### config.mk
export PLATFORM = sky130hd
export DESIGN_NAME = pixel_palette_recolor
export DESIGN_NICKNAME = d
export VERILOG_FILES = /design/src/hdl/ppr_pkg.sv /design/src/hdl/pixel_palette_recolor.sv /design/src/hdl/ppr_cell.sv /design/src/hdl/ppr_post.sv
export SDC_FILE = /design/constraint.sdc
export NUM_CORES = 2
export LEC_CHECK = 0
export BUFFER_PORTS_ARGS = -buffer_cell sky130_fd_sc_hd__buf_4
export CORE_MARGIN = 1.5
export CORE_UTILIZATION = 50
export CTS_BUF_LIST = sky130_fd_sc_hd__clkbuf_16
export DETAILED_ROUTE_END_ITERATION = 12
export HOLD_SLACK_MARGIN = 0.03
export PLACE_DENSITY = 0.65
export SYNTH_ARGS = -nofsm -noshare
export SYNTH_HDL_FRONTEND = slang
export SYNTH_SLANG_ARGS = --single-unit
### constraint.sdc
create_clock -name i_clk -period 45.4 [get_ports i_clk]
set_input_delay 9.08 -clock i_clk [delete_from_list [all_inputs] [get_ports i_clk]]
set_output_delay 9.08 -clock i_clk [all_outputs]
set_load 0.01 [all_outputs]
### src/hdl/ppr_pkg.sv
// Shared types and constants for the pixel palette recolor block.
// Holds the pipeline item structure, effect and register codes, and the
// grayscale reciprocal constants. No dependencies.
`timescale 1ns / 1ps

package ppr_pkg;

    // Number of palette slots, one cell per slot.
    localparam int TABLE_ENTRIES = 12;

    // Fixed field widths.
    localparam int CHAN_W  = 8;
    localparam int RGB_W   = 24;
    localparam int ENTRY_W = 4;
    localparam int COUNT_W = 4;
    localparam int CFG_IDX_W  = 2;
    localparam int CFG_DATA_W = 24;

    // Slot numbers are compared at a width that holds every slot and every entry index.
    localparam int SLOT_W = ($clog2(TABLE_ENTRIES) > ENTRY_W) ? $clog2(TABLE_ENTRIES) : ENTRY_W;

    // Weighted luma sum 30R + 59G + 11B stays below 2^15.
    localparam int SUM_W  = 15;
    localparam int MUL_W  = 13;
    localparam int PROD_W = SUM_W + MUL_W;
    // Division by 100 as multiply by 5243 and shift right by 19; exact for sums up to 25500.
    localparam logic [MUL_W-1:0] GRAY_MUL = MUL_W'(5243);
    localparam int GRAY_SHIFT = 19;
    localparam logic [SUM_W-1:0] WEIGHT_R = SUM_W'(30);
    localparam logic [SUM_W-1:0] WEIGHT_G = SUM_W'(59);
    localparam logic [SUM_W-1:0] WEIGHT_B = SUM_W'(11);

    typedef enum logic [1:0] {
        EFF_PASS    = 2'd0,
        EFF_INVERT  = 2'd1,
        EFF_GRAY    = 2'd2,
        EFF_PALETTE = 2'd3
    } t_effect;

    typedef enum logic [CFG_IDX_W-1:0] {
        CFG_BACKGROUND = 2'd0,
        CFG_EFFECT     = 2'd1,
        CFG_COUNT      = 2'd2
    } t_cfg;

    typedef enum logic {
        MODE_PIXEL = 1'b0,
        MODE_WRITE = 1'b1
    } t_mode;

    // One item moving down the cell chain. For a table write, rgb carries the
    // match color and rep the replacement color; for a pixel, rep carries the
    // replacement picked up by the first matching cell.
    typedef struct packed {
        logic               valid;
        t_mode              mode;
        logic [RGB_W-1:0]   rgb;
        logic [CHAN_W-1:0]  alpha;
        logic               apply;
        logic               pal;
        logic [SUM_W-1:0]   sum;
        logic [ENTRY_W-1:0] index;
        logic               hit;
        logic [RGB_W-1:0]   rep;
    } t_item;

endpackage

### src/hdl/pixel_palette_recolor.sv
// A pixel is registered in the input stage at the accepting edge, then passes one stage per
// palette cell and a final output stage before it appears on the output.
// Throughput: one item per cycle; a stalled output transfer halts the whole cell chain.
// Reset clears the configuration registers and all stage valid flags; palette slots
// hold no defined value until a table write reaches them.
// Top level of the pixel palette recolor block; depends on ppr_pkg, ppr_cell, ppr_post.
`timescale 1ns / 1ps

module pixel_palette_recolor
    import ppr_pkg::*;
(
    input  logic                  i_clk,
    input  logic                  i_rst_n,
    // Input item channel
    input  logic                  i_in_valid,
    output logic                  o_in_ready,
    input  logic                  i_mode,
    input  logic [CHAN_W-1:0]     i_pixel_red,
    input  logic [CHAN_W-1:0]     i_pixel_green,
    input  logic [CHAN_W-1:0]     i_pixel_blue,
    input  logic [CHAN_W-1:0]     i_pixel_alpha,
    input  logic [ENTRY_W-1:0]    i_entry_index,
    input  logic [RGB_W-1:0]      i_match_rgb,
    input  logic [RGB_W-1:0]      i_replace_rgb,
    // Result channel
    output logic                  o_out_valid,
    input  logic                  i_out_ready,
    output logic [CHAN_W-1:0]     o_out_red,
    output logic [CHAN_W-1:0]     o_out_green,
    output logic [CHAN_W-1:0]     o_out_blue,
    output logic [CHAN_W-1:0]     o_out_alpha,
    // Configuration write port
    input  logic                  i_cfg_we,
    input  logic [CFG_IDX_W-1:0]  i_cfg_index,
    input  logic [CFG_DATA_W-1:0] i_cfg_data
);

    logic               r_out_valid;
    logic               w_en;
    logic [RGB_W-1:0]   r_background;
    t_effect            r_effect;
    logic [COUNT_W-1:0] r_count;
    t_item              r_head;
    t_item              n_head;
    logic [RGB_W-1:0]   w_pix_rgb;
    t_item              w_chain [TABLE_ENTRIES+1];
    logic [TABLE_ENTRIES-1:0] w_active;

    // The chain advances unless a finished result is waiting.
    assign w_en       = !r_out_valid || i_out_ready;
    assign o_in_ready = w_en;
    assign o_out_valid = r_out_valid;

    // Configuration registers.
    always_ff @(posedge i_clk) begin
        if (!i_rst_n) begin
            r_background <= '0;
            r_effect     <= EFF_PASS;
            r_count      <= '0;
        end else if (i_cfg_we) begin
            case (i_cfg_index)
                CFG_BACKGROUND: r_background <= i_cfg_data[RGB_W-1:0];
                CFG_EFFECT:     r_effect     <= t_effect'(i_cfg_data[1:0]);
                CFG_COUNT:      r_count      <= i_cfg_data[COUNT_W-1:0];
                default:        ;
            endcase
        end
    end

    // Input stage: key test and weighted luma sum.
    assign w_pix_rgb = {i_pixel_red, i_pixel_green, i_pixel_blue};

    always_comb begin
        n_head       = '0;
        n_head.valid = i_in_valid;
        n_head.mode  = t_mode'(i_mode);
        n_head.alpha = i_pixel_alpha;
        n_head.index = i_entry_index;
        n_head.hit   = 1'b0;
        if (t_mode'(i_mode) == MODE_WRITE) begin
            n_head.rgb = i_match_rgb;
            n_head.rep = i_replace_rgb;
        end else begin
            n_head.rgb = w_pix_rgb;
            n_head.rep = '0;
        end
        n_head.apply = (i_pixel_alpha != '0) && (w_pix_rgb != r_background);
        n_head.pal   = n_head.apply && (r_effect == EFF_PALETTE);
        n_head.sum   = SUM_W'(i_pixel_red) * WEIGHT_R
                     + SUM_W'(i_pixel_green) * WEIGHT_G
                     + SUM_W'(i_pixel_blue) * WEIGHT_B;
    end

    always_ff @(posedge i_clk) begin
        if (!i_rst_n) begin
            r_head.valid <= 1'b0;
        end else if (w_en) begin
            r_head <= n_head;
        end
    end

    assign w_chain[0] = r_head;

    // Row of palette cells, lowest slot first so the first match wins.
    for (genvar g = 0; g < TABLE_ENTRIES; g++) begin : g_cell
        assign w_active[g] = SLOT_W'(g) < SLOT_W'(r_count);

        ppr_cell u_cell (
            .i_clk    (i_clk),
            .i_rst_n  (i_rst_n),
            .i_en     (w_en),
            .i_slot   (SLOT_W'(g)),
            .i_active (w_active[g]),
            .i_item   (w_chain[g]),
            .o_item   (w_chain[g+1])
        );
    end

    // Output stage.
    ppr_post u_post (
        .i_clk    (i_clk),
        .i_rst_n  (i_rst_n),
        .i_en     (w_en),
        .i_effect (r_effect),
        .i_item   (w_chain[TABLE_ENTRIES]),
        .o_valid  (r_out_valid),
        .o_red    (o_out_red),
        .o_green  (o_out_green),
        .o_blue   (o_out_blue),
        .o_alpha  (o_out_alpha)
    );

`ifndef SYNTHESIS
    // Input is refused only while a result waits on a stalled output.
    a_ready_only_on_stall: assert property (@(posedge i_clk) disable iff (!i_rst_n)
        !o_in_ready |-> (o_out_valid && !i_out_ready))
        else $error("input refused without an output stall");

    // A table write leaving the chain never becomes a result.
    a_write_no_result: assert property (@(posedge i_clk) disable iff (!i_rst_n)
        (w_en && w_chain[TABLE_ENTRIES].valid && (w_chain[TABLE_ENTRIES].mode == MODE_WRITE))
        |=> !o_out_valid)
        else $error("table write produced a result");

    // A palette hit is only ever taken by a pixel that asked for replacement.
    a_hit_needs_pal: assert property (@(posedge i_clk) disable iff (!i_rst_n)
        (w_chain[TABLE_ENTRIES].valid && w_chain[TABLE_ENTRIES].hit)
        |-> (w_chain[TABLE_ENTRIES].pal && (w_chain[TABLE_ENTRIES].mode == MODE_PIXEL)))
        else $error("palette hit on an item without replacement");

    // An accepted pixel with no stall reaches the first cell in the next cycle.
    a_head_loaded: assert property (@(posedge i_clk) disable iff (!i_rst_n)
        (i_in_valid && o_in_ready) |=> r_head.valid)
        else $error("accepted item lost at the input stage");
`endif

endmodule

### src/hdl/ppr_cell.sv
// One palette cell: holds a match/replacement pair and passes items to its neighbor.
// Depends on ppr_pkg for the item structure.
`timescale 1ns / 1ps

module ppr_cell
    import ppr_pkg::*;
(
    input  logic              i_clk,
    input  logic              i_rst_n,
    input  logic              i_en,
    input  logic [SLOT_W-1:0] i_slot,
    input  logic              i_active,
    input  t_item             i_item,
    output t_item             o_item
);

    logic [RGB_W-1:0] r_match;
    logic [RGB_W-1:0] r_replace;
    t_item            r_item;
    t_item            n_item;
    logic             w_write;

    assign w_write = i_item.valid && (i_item.mode == MODE_WRITE)
                     && (SLOT_W'(i_item.index) == i_slot);

    // A pixel that has not hit yet picks up this slot's replacement on a match.
    always_comb begin
        n_item = i_item;
        if (i_item.valid && (i_item.mode == MODE_PIXEL) && i_item.pal && !i_item.hit
            && i_active && (r_match == i_item.rgb)) begin
            n_item.hit = 1'b1;
            n_item.rep = r_replace;
        end
    end

    // Table storage is loaded when a write item for this slot passes this cell.
    always_ff @(posedge i_clk) begin
        if (i_en && w_write) begin
            r_match   <= i_item.rgb;
            r_replace <= i_item.rep;
        end
    end

    // Stage register toward the next cell.
    always_ff @(posedge i_clk) begin
        if (!i_rst_n) begin
            r_item.valid <= 1'b0;
        end else if (i_en) begin
            r_item <= n_item;
        end
    end

    assign o_item = r_item;

endmodule

### src/hdl/ppr_post.sv
// Output stage: applies the selected effect and holds the result transfer.
// Depends on ppr_pkg for the item structure and grayscale constants.
`timescale 1ns / 1ps

module ppr_post
    import ppr_pkg::*;
(
    input  logic              i_clk,
    input  logic              i_rst_n,
    input  logic              i_en,
    input  t_effect           i_effect,
    input  t_item             i_item,
    output logic              o_valid,
    output logic [CHAN_W-1:0] o_red,
    output logic [CHAN_W-1:0] o_green,
    output logic [CHAN_W-1:0] o_blue,
    output logic [CHAN_W-1:0] o_alpha
);

    logic              r_valid;
    logic [RGB_W-1:0]  r_rgb;
    logic [CHAN_W-1:0] r_alpha;
    logic [RGB_W-1:0]  n_rgb;
    logic [PROD_W-1:0] w_prod;
    logic [CHAN_W-1:0] w_gray;

    // Divide the weighted sum by 100 through the reciprocal product.
    assign w_prod = PROD_W'(i_item.sum) * PROD_W'(GRAY_MUL);
    assign w_gray = w_prod[GRAY_SHIFT +: CHAN_W];

    // Effect selection; keyed and transparent pixels pass unchanged.
    always_comb begin
        n_rgb = i_item.rgb;
        if (i_item.apply) begin
            case (i_effect)
                EFF_PASS:    n_rgb = i_item.rgb;
                EFF_INVERT:  n_rgb = ~i_item.rgb;
                EFF_GRAY:    n_rgb = {w_gray, w_gray, w_gray};
                EFF_PALETTE: n_rgb = i_item.hit ? i_item.rep : i_item.rgb;
                default:     n_rgb = i_item.rgb;
            endcase
        end
    end

    // Result register; table writes leave no result.
    always_ff @(posedge i_clk) begin
        if (!i_rst_n) begin
            r_valid <= 1'b0;
        end else if (i_en) begin
            r_valid <= i_item.valid && (i_item.mode == MODE_PIXEL);
        end
    end

    always_ff @(posedge i_clk) begin
        if (i_en) begin
            r_rgb   <= n_rgb;
            r_alpha <= i_item.alpha;
        end
    end

    assign o_valid = r_valid;
    assign o_red   = r_rgb[2*CHAN_W +: CHAN_W];
    assign o_green = r_rgb[CHAN_W +: CHAN_W];
    assign o_blue  = r_rgb[0 +: CHAN_W];
    assign o_alpha = r_alpha;

endmodule

# Word-level counts from Yosys, hierarchy flattened
# Index checks and enable logic that the tools add are counted.
# W data, S select, Z words.
# op_classes
eq_ne	29
n_mul	4
muxes	16
n_bitwise	14
magnitude_cmp	12
add_sub_neg	2
reduce_logical	119
# op_table
cell	count
$mux W24	15
$eq A24 B24 Y1	12
$logic_and A1 B1 Y1	98
$pmux W24 S4	1
$mul A15 B13 Y27 const B	1
$mul A8 B4 Y12 const B	2
$ne A24 B24 Y1	1
$not A24 Y24	1
$eq A4 B3 Y1 const B	4
$eq A4 B4 Y1 const B	4
$lt A3 B4 Y1 const A	4
$lt A4 B4 Y1 const A	4
$add A13 B14 Y15	1
$add A15 B12 Y15	1
$mul A8 B6 Y14 const B	1
$not A1 Y1	13
$logic_not A1 Y1	12
$eq A4 B2 Y1 const B	2
$lt A1 B4 Y1 const A	2
$lt A2 B4 Y1 const A	2
$reduce_and A2 Y1	4
$reduce_bool A8 Y1	1
$eq A2 B2 Y1 const B	3
$eq A2 B1 Y1 const B	2
4 further kinds	5
# word_totals
ff_bits	1673

# Longest topological paths before layout
# depth
word_depth	7
depth_mapped	21
depth_no_buf	21

# Modules after synthesis
# A second synthesis with hierarchy kept.
# unflattened
cells_unflattened	3659
area_unflattened_um2	67871.3
# modules_own_cells
mod	n_inst	area_each_um2	cells_each
ppr_cell	12	4559.4	198
pixel_palette_recolor	1	7447.1	656
ppr_post	1	5711.7	627

# Worst setup path after synthesis
# No wires, ideal clock.
# synth_path
path_type	in2reg
from	input i_out_ready
to	register g_cell[0].u_cell.r_item (netlist bit g_cell[0].u_cell.o_item[0]) (enable)
setup_ns	1.517
setup_slack_ns	10.431
t_required_ns	43.883
path_stages	4
path_buffers	1
arrival_ns	33.452
cell_sequence	nor2b_1 inv_1 clkbuf_1 and2_1
# synth_via
elab_chain_cells	2
# synth_rtl
item	line	rtl
from (decl)	pixel_palette_recolor.sv:27	input logic i_out_ready,
$logic_or A1 B1 Y1	pixel_palette_recolor.sv:50	assign w_en = !r_out_valid || i_out_ready;
net o_in_ready	pixel_palette_recolor.sv:16	output logic o_in_ready,
$reduce_and A2 Y1 (no source line)	n/a	
to (signal assigned)	ppr_cell.sv:49	r_item <= n_item;
to (decl)	ppr_cell.sv:19	t_item r_item;
# The timed path passes the listed nets, and every way through them passes these cells.
# A chain may end at the register's enable or synchronous reset.

# Final worst setup path
# layout_path
from	input i_out_ready
to	output o_in_ready
# layout_via
elab_chain_cells	1
# layout_rtl
item	line
$logic_or A1 B1 Y1	pixel_palette_recolor.sv:50
to (decl)	pixel_palette_recolor.sv:16
# Every way passes these cells.

==> results.cfg <==
[outcome]
status = complete, no violations

[floorplan]
dieHeight_um = 366
pin_count = 150
die-area_mm2 = 0.134
fp.dieW_um = 366
core_area_mm2 = 0.131
rows = 133
start_util_pct = 50.3

[clocking]
clock_latency_ns = 0.77
tritoncts = built
cts_root_buf = clkbuf_16
cts_setup_buffers = 0
cts_hold_buf = 0
cts.sinks = 1673
clockBufferDepth = 3
numCtsBuffers = 163
ctsResizeCount = 0
clk_pin_slew_ns = 0.06
htreeDepth = 4

[sta]
grt_setup_unrepaired = false
tightest_slew_ns = 1.33
worst_slack_ns = 26.12
fin_hold_ws_ns = 0.390
fin_crit_sh_pct = 42.5
setup-violations-final = 0
slew_headroom_pct = 10.6
fin_skew_ns = 0.0397
finalSetupTns_ns = 0
clock.fmax_mhz = 51.9
min_period_ns = 19.28
maxSlewViolCount = 0
hold_viol = 0

[min_path]
worstHoldStart = g_cell[6].u_cell.o_item[45]
hp-class = reg -> reg

[place]
dpl_cell_area_mm2 = 0.0693
port_buffers = 149
place_inst = 5436
gp_congestion = 0.819
dp.final_hpwl_mm = 66.3
pre_cts_ws_ns = 26.06

[grt]
antenna_found_initial = 2
grt_pass1_wl_mm = 157
overflow = 0
grt_max_degree = 178
grt_pass1_vias = 28659
grt_usage_pct = 14.8

[pwr]
swShare_pct = 24.6
power.share.sequential_pct = 49.9
vdd_drop_max_uv = 46.9
p_leak_nw = 26.6
finalPower_mw = 3.67
internal_power_mw = 2.77
clockPowerShare_pct = 34.7
cellPowerDensity_mw_per_mm2 = 49.3
p_comb_share_pct = 15.4
power_switching_uw = 903

[routing]
drc = 0
viasPerCell = 4.94
drt_iter0_drc = 1768
detail-route-antenna-nets = 0
first_pass_iters = 6
met1_length_mm = 45.0
route.met3.wl_mm = 3.69
met2_length_mm = 45.9
wirelength_mm = 97.7
highest_layer = met4
vias = 28324
routedWlPerCell_um = 17.0

[worst_setup_path]
cp-end-kind = output pin
crit_start = i_out_ready
crit_required_ns = 36.32
reg2reg_from = g_cell[11].u_cell.o_item[39]
crit_type = in -> out
arrival_ns = 10.20
worstSetupStartpointType = input port
cp_max_fo = 14

[finish]
utilization_pct = 56.8
mostFrequentLayoutCells = 1,629 x edfxtp_1, 295 x inv_1, 285 x mux2_2
layout_commonest_cell = edfxtp_1
final_cells = 5737
drive_gt1_share_pct = 18.7
layout.nets = 4255
antenna_cells = 0
post-route-cell-area_mm2 = 0.0745
area_growth_pct = 13.1

[synthesis]
async_reset_ff_share_pct = 0
ys_seq_area_share_pct = 75.5
ys_warn_count = 0
ys_seq_elements = 1673
synth_xor_area_share_pct = 4.46
syn_area_mm2 = 0.0659
yosysTopAreaCellShare_pct = 74.2
synth-compound-area-share_pct = 1.99
synth_edf_count = 1629
synthMuxAreaShare_pct = 5.59
synthAdderAreaFrac_pct = 7.06
avgSynthCellArea_um2 = 18.5
yosys.area_share.simple_pct = 3.48
synth_ff_type = edfxtp_1
yosys.cell_types.count = 72
synth_top_family_by_area = adder cells
netlist_instances = 3560
netlist_top_cells_area = edfxtp_1 74%, mux2_2 4.9%, fa_1 4.0%
yosys.area.top_type = edfxtp_1
syn_nets = 3969

[flow_run]
drv_cap = 0
[worst max-delay path, cell delays in order]
cell	delay, ns
buf_4	0.11
nor2b_2	0.65
inv_2	0.16
buf_4	0.20
[area by class of cell]
cell class | count | area [um^2]
fillers | 9985 | 56600
clock inverters | 136 | 1080
multi-input cells | 1572 | 15000
repair buffers | 181 | 1410
flip-flops and latches | 1673 | 49800
well taps | 1755 | 2200
inverters | 255 | 957
clock buffers | 165 | 4130
[sequential cells by signal, indices dropped and copies added, names as in the netlist]
name and flops:
g_cell.u_cell.o_item 955, g_cell.u_cell.r_match 288, g_cell.u_cell.r_replace 288, r_head 79
r_background 24, u_post.r_rgb 24, u_post.o_alpha 8, r_count 4
r_effect 2, u_post.o_valid 1
[metal layers]
metal,GRT usage (%),vias up
li1,-,13852
met1,20.1,13793
met2,23.6,500
met3,2.65,179
met4,6.03,0
met5,0,-
[worst paths after layout]
path,end,slack (ns),cells past startpoint
worst max-delay path,o_in_ready,26.12,4
worst min-delay path,g_cell[7].u_cell.o_item[45],0.39,0
worst max register to register,u_post.r_rgb[23],39.75,15
worst min register to register,g_cell[7].u_cell.o_item[45],0.39,0
[power groups by stage]
stage	clock network, mW	logic, mW	registers [mW]
finish	1.27	0.567	1.83
global route	1.37	0.657	1.84
CTS	1.31	0.575	1.83
detailed placement	0	0.569	1.87
global placement	0	0.563	1.86
floorplan	0	0.440	1.89
[logic make-up (layout without fill, tap and decap cells)]
logic type / Yosys count / count (layout)
adders and majority gates: 293 / 293
muxes: 321 / 321
DFF: 1673 / 1673
and+or+nand+nor: 423 / 423
xor gates and xnor gates: 336 / 336
buffers and inverters: 315 / 737
AOI/OAI and AO/OA: 199 / 199
[cells in the mapped netlist, drive strengths merged, types with 28 or more instances]
| cell | count |
|---|---|
| nor2 | 33 |
| fa | 132 |
| a21boi | 38 |
| nor4 | 50 |
| inv | 255 |
| and2 | 28 |
| o21ai | 59 |
| mux2 | 309 |
| nand2 | 136 |
| xor2 | 169 |
| clkbuf | 38 |
| edfxtp | 1629 |
| dfxtp | 44 |
| ha | 161 |
| xnor2 | 167 |
| nand4 | 52 |
| a21oi | 38 |
Note: power is estimated with default switching activity, not from simulation.
